<file path="src/rtl/core/assert_macros.svh">
// ----------------------------------------------------------------------------
// Assertion macros
// Shared concurrent assertion forms, clocked on clk and disabled in reset.
// ----------------------------------------------------------------------------
`ifndef ASSERT_MACROS_SVH
`define ASSERT_MACROS_SVH
`ifndef NO_ASSERTIONS
`define ASSERT_IMPLIES(lbl, pre, post, msg) \
	lbl: assert property (@(posedge clk) disable iff (!arst_n) (pre) |-> (post)) else $error(msg);
`define ASSERT_NEXT(lbl, pre, post, msg) \
	lbl: assert property (@(posedge clk) disable iff (!arst_n) (pre) |=> (post)) else $error(msg);
`else
`define ASSERT_IMPLIES(lbl, pre, post, msg)
`define ASSERT_NEXT(lbl, pre, post, msg)
`endif
`endif

</file>
<file path="src/rtl/core/rv32_pkg.sv">
// ----------------------------------------------------------------------------
// rv32_pkg
// Types, opcodes, status codes and ALU function for the RV32I executor.
// ----------------------------------------------------------------------------
package rv32_pkg;

	localparam logic [6:0] OP_OP     = 7'h33;
	localparam logic [6:0] OP_IMM    = 7'h13;
	localparam logic [6:0] OP_LOAD   = 7'h03;
	localparam logic [6:0] OP_STORE  = 7'h23;
	localparam logic [6:0] OP_BRANCH = 7'h63;
	localparam logic [6:0] OP_JAL    = 7'h6F;
	localparam logic [6:0] OP_JALR   = 7'h67;
	localparam logic [6:0] OP_LUI    = 7'h37;
	localparam logic [6:0] OP_AUIPC  = 7'h17;
	localparam logic [6:0] OP_SYSTEM = 7'h73;

	localparam logic [6:0]  F7_ALT    = 7'h20;
	localparam logic [31:0] ECALL_WORD = 32'h0000_0073;

	localparam logic [4:0] REG_SP = 5'd2;
	localparam logic [4:0] REG_A0 = 5'd10;
	localparam logic [4:0] REG_A1 = 5'd11;

	localparam logic [31:0] SVC_HEX      = 32'd1;
	localparam logic [31:0] SVC_EXIT     = 32'd10;
	localparam logic [31:0] SVC_CHAR     = 32'd11;
	localparam logic [31:0] SVC_EXIT_VAL = 32'd17;

	localparam logic [2:0] ST_OK       = 3'd0;
	localparam logic [2:0] ST_EXIT     = 3'd1;
	localparam logic [2:0] ST_EXIT_VAL = 3'd2;
	localparam logic [2:0] ST_HEX      = 3'd3;
	localparam logic [2:0] ST_CHAR     = 3'd4;
	localparam logic [2:0] ST_BAD_CALL = 3'd5;
	localparam logic [2:0] ST_ILLEGAL  = 3'd6;

	typedef enum logic [2:0] {
		S_CLEAR,
		S_IDLE,
		S_EXEC,
		S_MREQ,
		S_MCAP,
		S_DONE
	} ctrl_state_t;

	typedef struct packed {
		logic accept;
		logic exec;
		logic clr_wr;
		logic mem_rd;
		logic mem_wr;
		logic mem_cap;
		logic cnt_inc;
		logic finish;
	} dp_cmd_t;

	typedef struct packed {
		logic mem_op;
		logic is_store;
		logic last_byte;
		logic clr_last;
	} dp_sts_t;

	function automatic logic [31:0] alu(input logic [2:0] f3, input logic alt,
			input logic [31:0] a, input logic [31:0] b);
		logic [31:0] r;
		case (f3)
			3'd0: r = alt ? a - b : a + b;
			3'd1: r = a << b[4:0];
			3'd2: r = ($signed(a) < $signed(b)) ? 32'd1 : 32'd0;
			3'd3: r = (a < b) ? 32'd1 : 32'd0;
			3'd4: r = a ^ b;
			3'd5: r = alt ? 32'($signed(a) >>> b[4:0]) : a >> b[4:0];
			3'd6: r = a | b;
			default: r = a & b;
		endcase
		return r;
	endfunction

endpackage

</file>
<file path="src/rtl/core/rv32_ctrl.sv">
// ----------------------------------------------------------------------------
// rv32_ctrl
// Sequencer: memory clear, accept, execute, byte-serial memory access, retire.
// ----------------------------------------------------------------------------
module rv32_ctrl import rv32_pkg::*; (
	input  logic    clk,
	input  logic    arst_n,
	input  logic    s_tvalid,
	output logic    s_tready,
	output logic    m_tvalid,
	input  logic    m_tready,
	input  dp_sts_t sts,
	output dp_cmd_t cmd
);

	ctrl_state_t state_q, state_d;
	logic        out_valid_q;
	logic        can_retire;

	assign can_retire = !out_valid_q || m_tready;
	assign m_tvalid   = out_valid_q;

	always_comb begin
		state_d = state_q;
		case (state_q)
			S_CLEAR: if (sts.clr_last) state_d = S_IDLE;
			S_IDLE:  if (s_tvalid) state_d = S_EXEC;
			S_EXEC:  state_d = sts.mem_op ? S_MREQ : S_DONE;
			S_MREQ: begin
				if (!sts.is_store) state_d = S_MCAP;
				else if (sts.last_byte) state_d = S_DONE;
			end
			S_MCAP:  state_d = sts.last_byte ? S_DONE : S_MREQ;
			S_DONE:  if (can_retire) state_d = S_IDLE;
			default: state_d = S_IDLE;
		endcase
	end

	always_comb begin
		cmd      = '0;
		s_tready = 1'b0;
		case (state_q)
			S_CLEAR: cmd.clr_wr = 1'b1;
			S_IDLE: begin
				s_tready   = 1'b1;
				cmd.accept = s_tvalid;
			end
			S_EXEC:  cmd.exec = 1'b1;
			S_MREQ: begin
				cmd.mem_rd  = !sts.is_store;
				cmd.mem_wr  = sts.is_store;
				cmd.cnt_inc = sts.is_store && !sts.last_byte;
			end
			S_MCAP: begin
				cmd.mem_cap = 1'b1;
				cmd.cnt_inc = !sts.last_byte;
			end
			S_DONE:  cmd.finish = can_retire;
			default: cmd = '0;
		endcase
	end

	always_ff @(posedge clk or negedge arst_n) begin
		if (!arst_n) begin
			state_q     <= S_CLEAR;
			out_valid_q <= 1'b0;
		end else begin
			state_q <= state_d;
			if (cmd.finish) begin
				out_valid_q <= 1'b1;
			end else if (m_tready) begin
				out_valid_q <= 1'b0;
			end
		end
	end

endmodule

</file>
<file path="config.mk">
export PLATFORM = sky130hd
export DESIGN_NAME = rv32_ctrl
export DESIGN_NICKNAME = d
export VERILOG_FILES = /design/src/rtl/core/assert_macros.svh /design/src/rtl/core/rv32_pkg.sv /design/src/rtl/core/rv32_ctrl.sv
export SDC_FILE = /design/constraint.sdc
export NUM_CORES = 1
export LEC_CHECK = 0
export BUFFER_PORTS_ARGS = -buffer_cell sky130_fd_sc_hd__buf_4
export CAP_MARGIN = 20
export CORE_AREA = 10 10 47 49
export CTS_CLUSTER_DIAMETER = 30
export DETAILED_ROUTE_END_ITERATION = 7
export DIE_AREA = 0 0 57 59
export PLACE_DENSITY = 0.62
export SETUP_SLACK_MARGIN = 0.15
export SLEW_MARGIN = 20
export SYNTH_ARGS = -nofsm -noshare
export SYNTH_HDL_FRONTEND = slang
export SYNTH_SLANG_ARGS = --single-unit
</file>
<file path="constraint.sdc">
create_clock -name clk -period 1.1 [get_ports clk]
set_input_delay 0.11 -clock clk [delete_from_list [all_inputs] [get_ports clk]]
set_output_delay 0.11 -clock clk [all_outputs]
set_load 0.01 [all_outputs]
</file>
; ---- Word level (Yosys, flattened, before mapping)
; Cells that the tools add are included.
[classes]
reduce_logical = 8
n_mux = 18
n_eq_ne = 9
[op_table]
columns = op, n
row1 = 3-bit two-way mux, 7
row2 = 3-bit case mux with 6 select lines, 1
row3 = 1-bit two-way mux, 8
row4 = "3-bit by 2-bit == test with 1-bit output, second input constant", 2
row5 = "3-bit == test, second input constant", 2
row6 = "2-bit != test, second input constant", 3
row7 = 4-bit AND reduction, 1
row8 = "3-bit by 1-bit == test with 1-bit output, second input constant", 1
row9 = 1-bit logical NOT, 3
row10 = 3-bit logical NOT, 1
row11 = "3-bit != test, second input constant", 1
row12 = 2-bit two-way mux, 1
row13 = 1-bit case mux with 2 select lines, 1
row14 = 2-bit nonzero test, 1
row15 = 1-bit logical AND, 1
row16 = 1-bit logical OR, 1
[word_totals]
out_inout_bits = 10
ff_bits = 4

; ---- Depth between registers and ports, before layout
[depth]
depth_word = 4
ltp_mapped = 4
ltp_nobuf = 3

; ---- Worst setup path before layout
; Ideal clock, no wire load.
[synth_timing]
path_type = register -> output
from = register state_q[1]
to = output cmd[1] in the netlist's numbering
slack_ns = -0.171
required_time_ns = 0.990
arrival_ns = 1.161
path_stages_with_launch = 5
path_buffers = 1
cell_sequence = dfrtp_1 buf_6 nor3b_1 a31oi_1 nor2_1
[synth_rtl]
columns = element, line_no
row1 = "start, declared", rv32_ctrl.sv:16  ; ctrl_state_t state_q, state_d;
row2 = "start signal, assigned", rv32_ctrl.sv:68  ; state_q <= state_d;
row3 = "end, declared", rv32_ctrl.sv:13  ; output dp_cmd_t cmd

==> flow_summary.ini <==
[routing]
drtIter0Drc = 10
post_drt_wl_per_cell_um = 13.4
vias = 398
first_pass_iters = 3
drc_errors = 0
vias_per_cell = 4.57
drt-total-wl_um = 1170
antenna_left = 0

[sta]
hold_viol = 0
setup_viol_count_final = 12
fin_tns_setup_ns = -2.80
setup_ws_ns = -0.290
fmax_mhz = 719
fin_crit_sh_pct = 126
slew_headroom_pct = 79.0
finalCriticalPeriod_ns = 1.39
slew_viol_final = 0
rsz0062_at_grt = yes
tightestPinTransition_ns = 0.315
hold-worst-slack_ns = 0.118
finalClockSkew_ns = 0.000422

[floorplanning]
start_util_pct = 23.1
core_area_um2 = 1400
die_h_um = 59
io-pin-count = 18
row_count = 14
die_area_um2 = 3360
die_w_um = 57

[clocking]
cts.clk_slew.worst_paths_ns = 0.04
cts_buffers = 3
clock_latency_ns = 0.24
cts_tree = yes
htree_levels = 1
cts_sinks = 4
cts_buffer_depth = 2
root_buffer = clkbuf_4

[setup_path]
critical-path-slowest-cell = dfrtp_2
crit_type = reg -> out
timing.critical_path.to_type = primary output
critPathMaxStageDelay_ns = 0.44
r2r-start = state_q[0]$_DFFE_PN0P_
required_ns = 0.99
crit_path_start_kind = register
crit_buf_inv = 1
rrSetupSlack_ns = -0.22
critical_path.top_delay_family = flip-flops
r2r_end = state_q[1]$_DFFE_PN0P_
crit_chain = and2b_4 > a31oi_1 > nor2_1 > buf_4
cp.arrival_ns = 1.28
reg2regPathDepth = 4
worstPathMaxFanout = 6

[finish]
diodes = 0
nets = 80
drive_gt1_share_pct = 70.4
area_delta_synth_final_pct = 106
fin_area_um2 = 668
fin_cells = 87
finish.utilization_pct = 47.7

[run_status]
status = finished with violations
failed_checks = negative setup slack

[power]
combPwrFrac_pct = 68.8
seqPwrFrac_pct = 19.2
switching_share_pct = 36.6
power_frac_clock_pct = 12.0
leakage_nw = 0.316
internal_power_mw = 1.07
p_total_mw = 1.69
p_switching_uw = 619
vdd_drop_max_mv = 0.899
p_per_area_nw_per_um2 = 2530

[global_routing]
grt_usage_pct = 7.05
grt_max_degree = 9
grt_pass1_wl_um = 1880
antenna_found_initial = 0
first_global_vias = 408
overflow = 0

[logic_synthesis]
synth_area_um2 = 324
syn_area_per_cell_um2 = 8.76
ys_seq_elements = 4
netlist-cell-type-count = 24
ys_seq_area_share_pct = 30.9
synth_fp_nets = 45
synthesis.instances = 37
yosysWarnings = 0

[placement]
portBuffers = 17
dp_hpwl_um = 779
dp_slack_ns = -0.274
gp_congestion = 0.794
place_area_um2 = 503
dp_cells = 72

[flow_run]
drv_cap = 0

[worst_hold_path]
holdPathStages = 2
hp-start = sts[1]
hold_path_end = state_q[1]$_DFFE_PN0P_
worst_hold_path_type = in -> reg
-- sequential cells by signal, indices dropped and copies added, names as in the netlist --
signal	cells
m_tvalid	1
state_q	3
-- Yosys cell counts --
cell type / count / area, um^2
nor2b_1: 5 / 31.3
dfrtp_1: 4 / 100
nor2_1: 3 / 11.3
a31oi_1: 2 / 12.5
buf_6: 2 / 22.5
inv_1: 2 / 7.51
nand2_1: 2 / 7.51
a2111oi_0: 1 / 8.76
a211oi_1: 1 / 7.51
a21o_1: 1 / 7.51
a221o_2: 1 / 11.3
and2_1: 1 / 6.26
and2b_1: 1 / 7.51
and2b_4: 1 / 10.0
nand2b_1: 1 / 6.26
nand3_1: 1 / 5.00
nand3b_1: 1 / 7.51
nor3_1: 1 / 5.00
nor3b_1: 1 / 7.51
nor3b_2: 1 / 12.5
nor4b_1: 1 / 8.76
o21ai_0: 1 / 5.00
o32ai_1: 1 / 8.76
or3_1: 1 / 6.26
-- kinds of logic (layout without fill, tap and decap cells) --
family                 Yosys count  count (layout)  synth area share (%)
and+or+nand+nor                 21              21                  40.9
AOI/OAI and AO/OA                8               8                  18.9
DFF                              4               4                  30.9
buffers and inverters            4              38                  9.27
-- power by group through the flow --
stage               Clock [mW]  Sequential [mW]  Combinational, mW
floorplan                    0            0.277              0.542
global placement             0            0.356              0.734
detailed placement           0            0.364              0.746
CTS                      0.211            0.330              0.999
global route             0.228            0.338               1.25
finish                   0.204            0.325               1.16
-- area by class of cell --
| class | instances | area, um^2 |
|---|---|---|
| clock buffers | 4 | 26.3 |
| fillers | 147 | 733 |
| inverters | 2 | 7.51 |
| multi-input cells | 29 | 246 |
| flip-flops and latches | 4 | 104 |
| well taps | 16 | 20.0 |
| repair buffers | 32 | 264 |
-- timing repair --
action | in CTS | in global routing
endpoints found under the setup margin | 13 | 13
hold buffers | 1 | 0
setup buffers | 6 | 4
pin swaps | 1 | 1
resized for setup | 10 | 3
endpoints found under the hold margin | 4 | 0
-- metal layers --
layer	track usage, %	wire (um)	up-vias
met4	6.04	23	0
met5	0	0	-
met3	2.36	59	2
met1	7.86	525	180
li1	-	-	203
met2	10.5	562	13
-- how the worst max path moves through the flow --
stage / cells past startpoint / slack [ns] / end / from
after global placement: 3 / -0.14 / state_q[2]$_DFFE_PN0P_ / state_q[0]$_DFFE_PN0P_
after global routing: 4 / -0.38 / cmd[1] / state_q[0]$_DFFE_PN0P_
after floorplan: 4 / -0.04 / state_q[2]$_DFFE_PN0P_ / state_q[0]$_DFFE_PN0P_
final: 4 / -0.29 / cmd[1] / state_q[2]$_DFFE_PN0P_
after CTS: 4 / -0.31 / cmd[1] / state_q[2]$_DFFE_PN0P_
after detailed placement: 3 / -0.27 / state_q[1]$_DFFE_PN0P_ / state_q[0]$_DFFE_PN0P_
-- layout by cell type (no fill, tap or decap), types with 2 or more instances in the layout --
| cell type | instances |
|---|---|
| nor2b_1 | 3 |
| nor2_1 | 2 |
| clkbuf_4 | 3 |
| buf_4 | 26 |
| buf_6 | 3 |
| dfrtp_2 | 3 |
| a31oi_1 | 2 |
(Power assumes the default switching activity.)
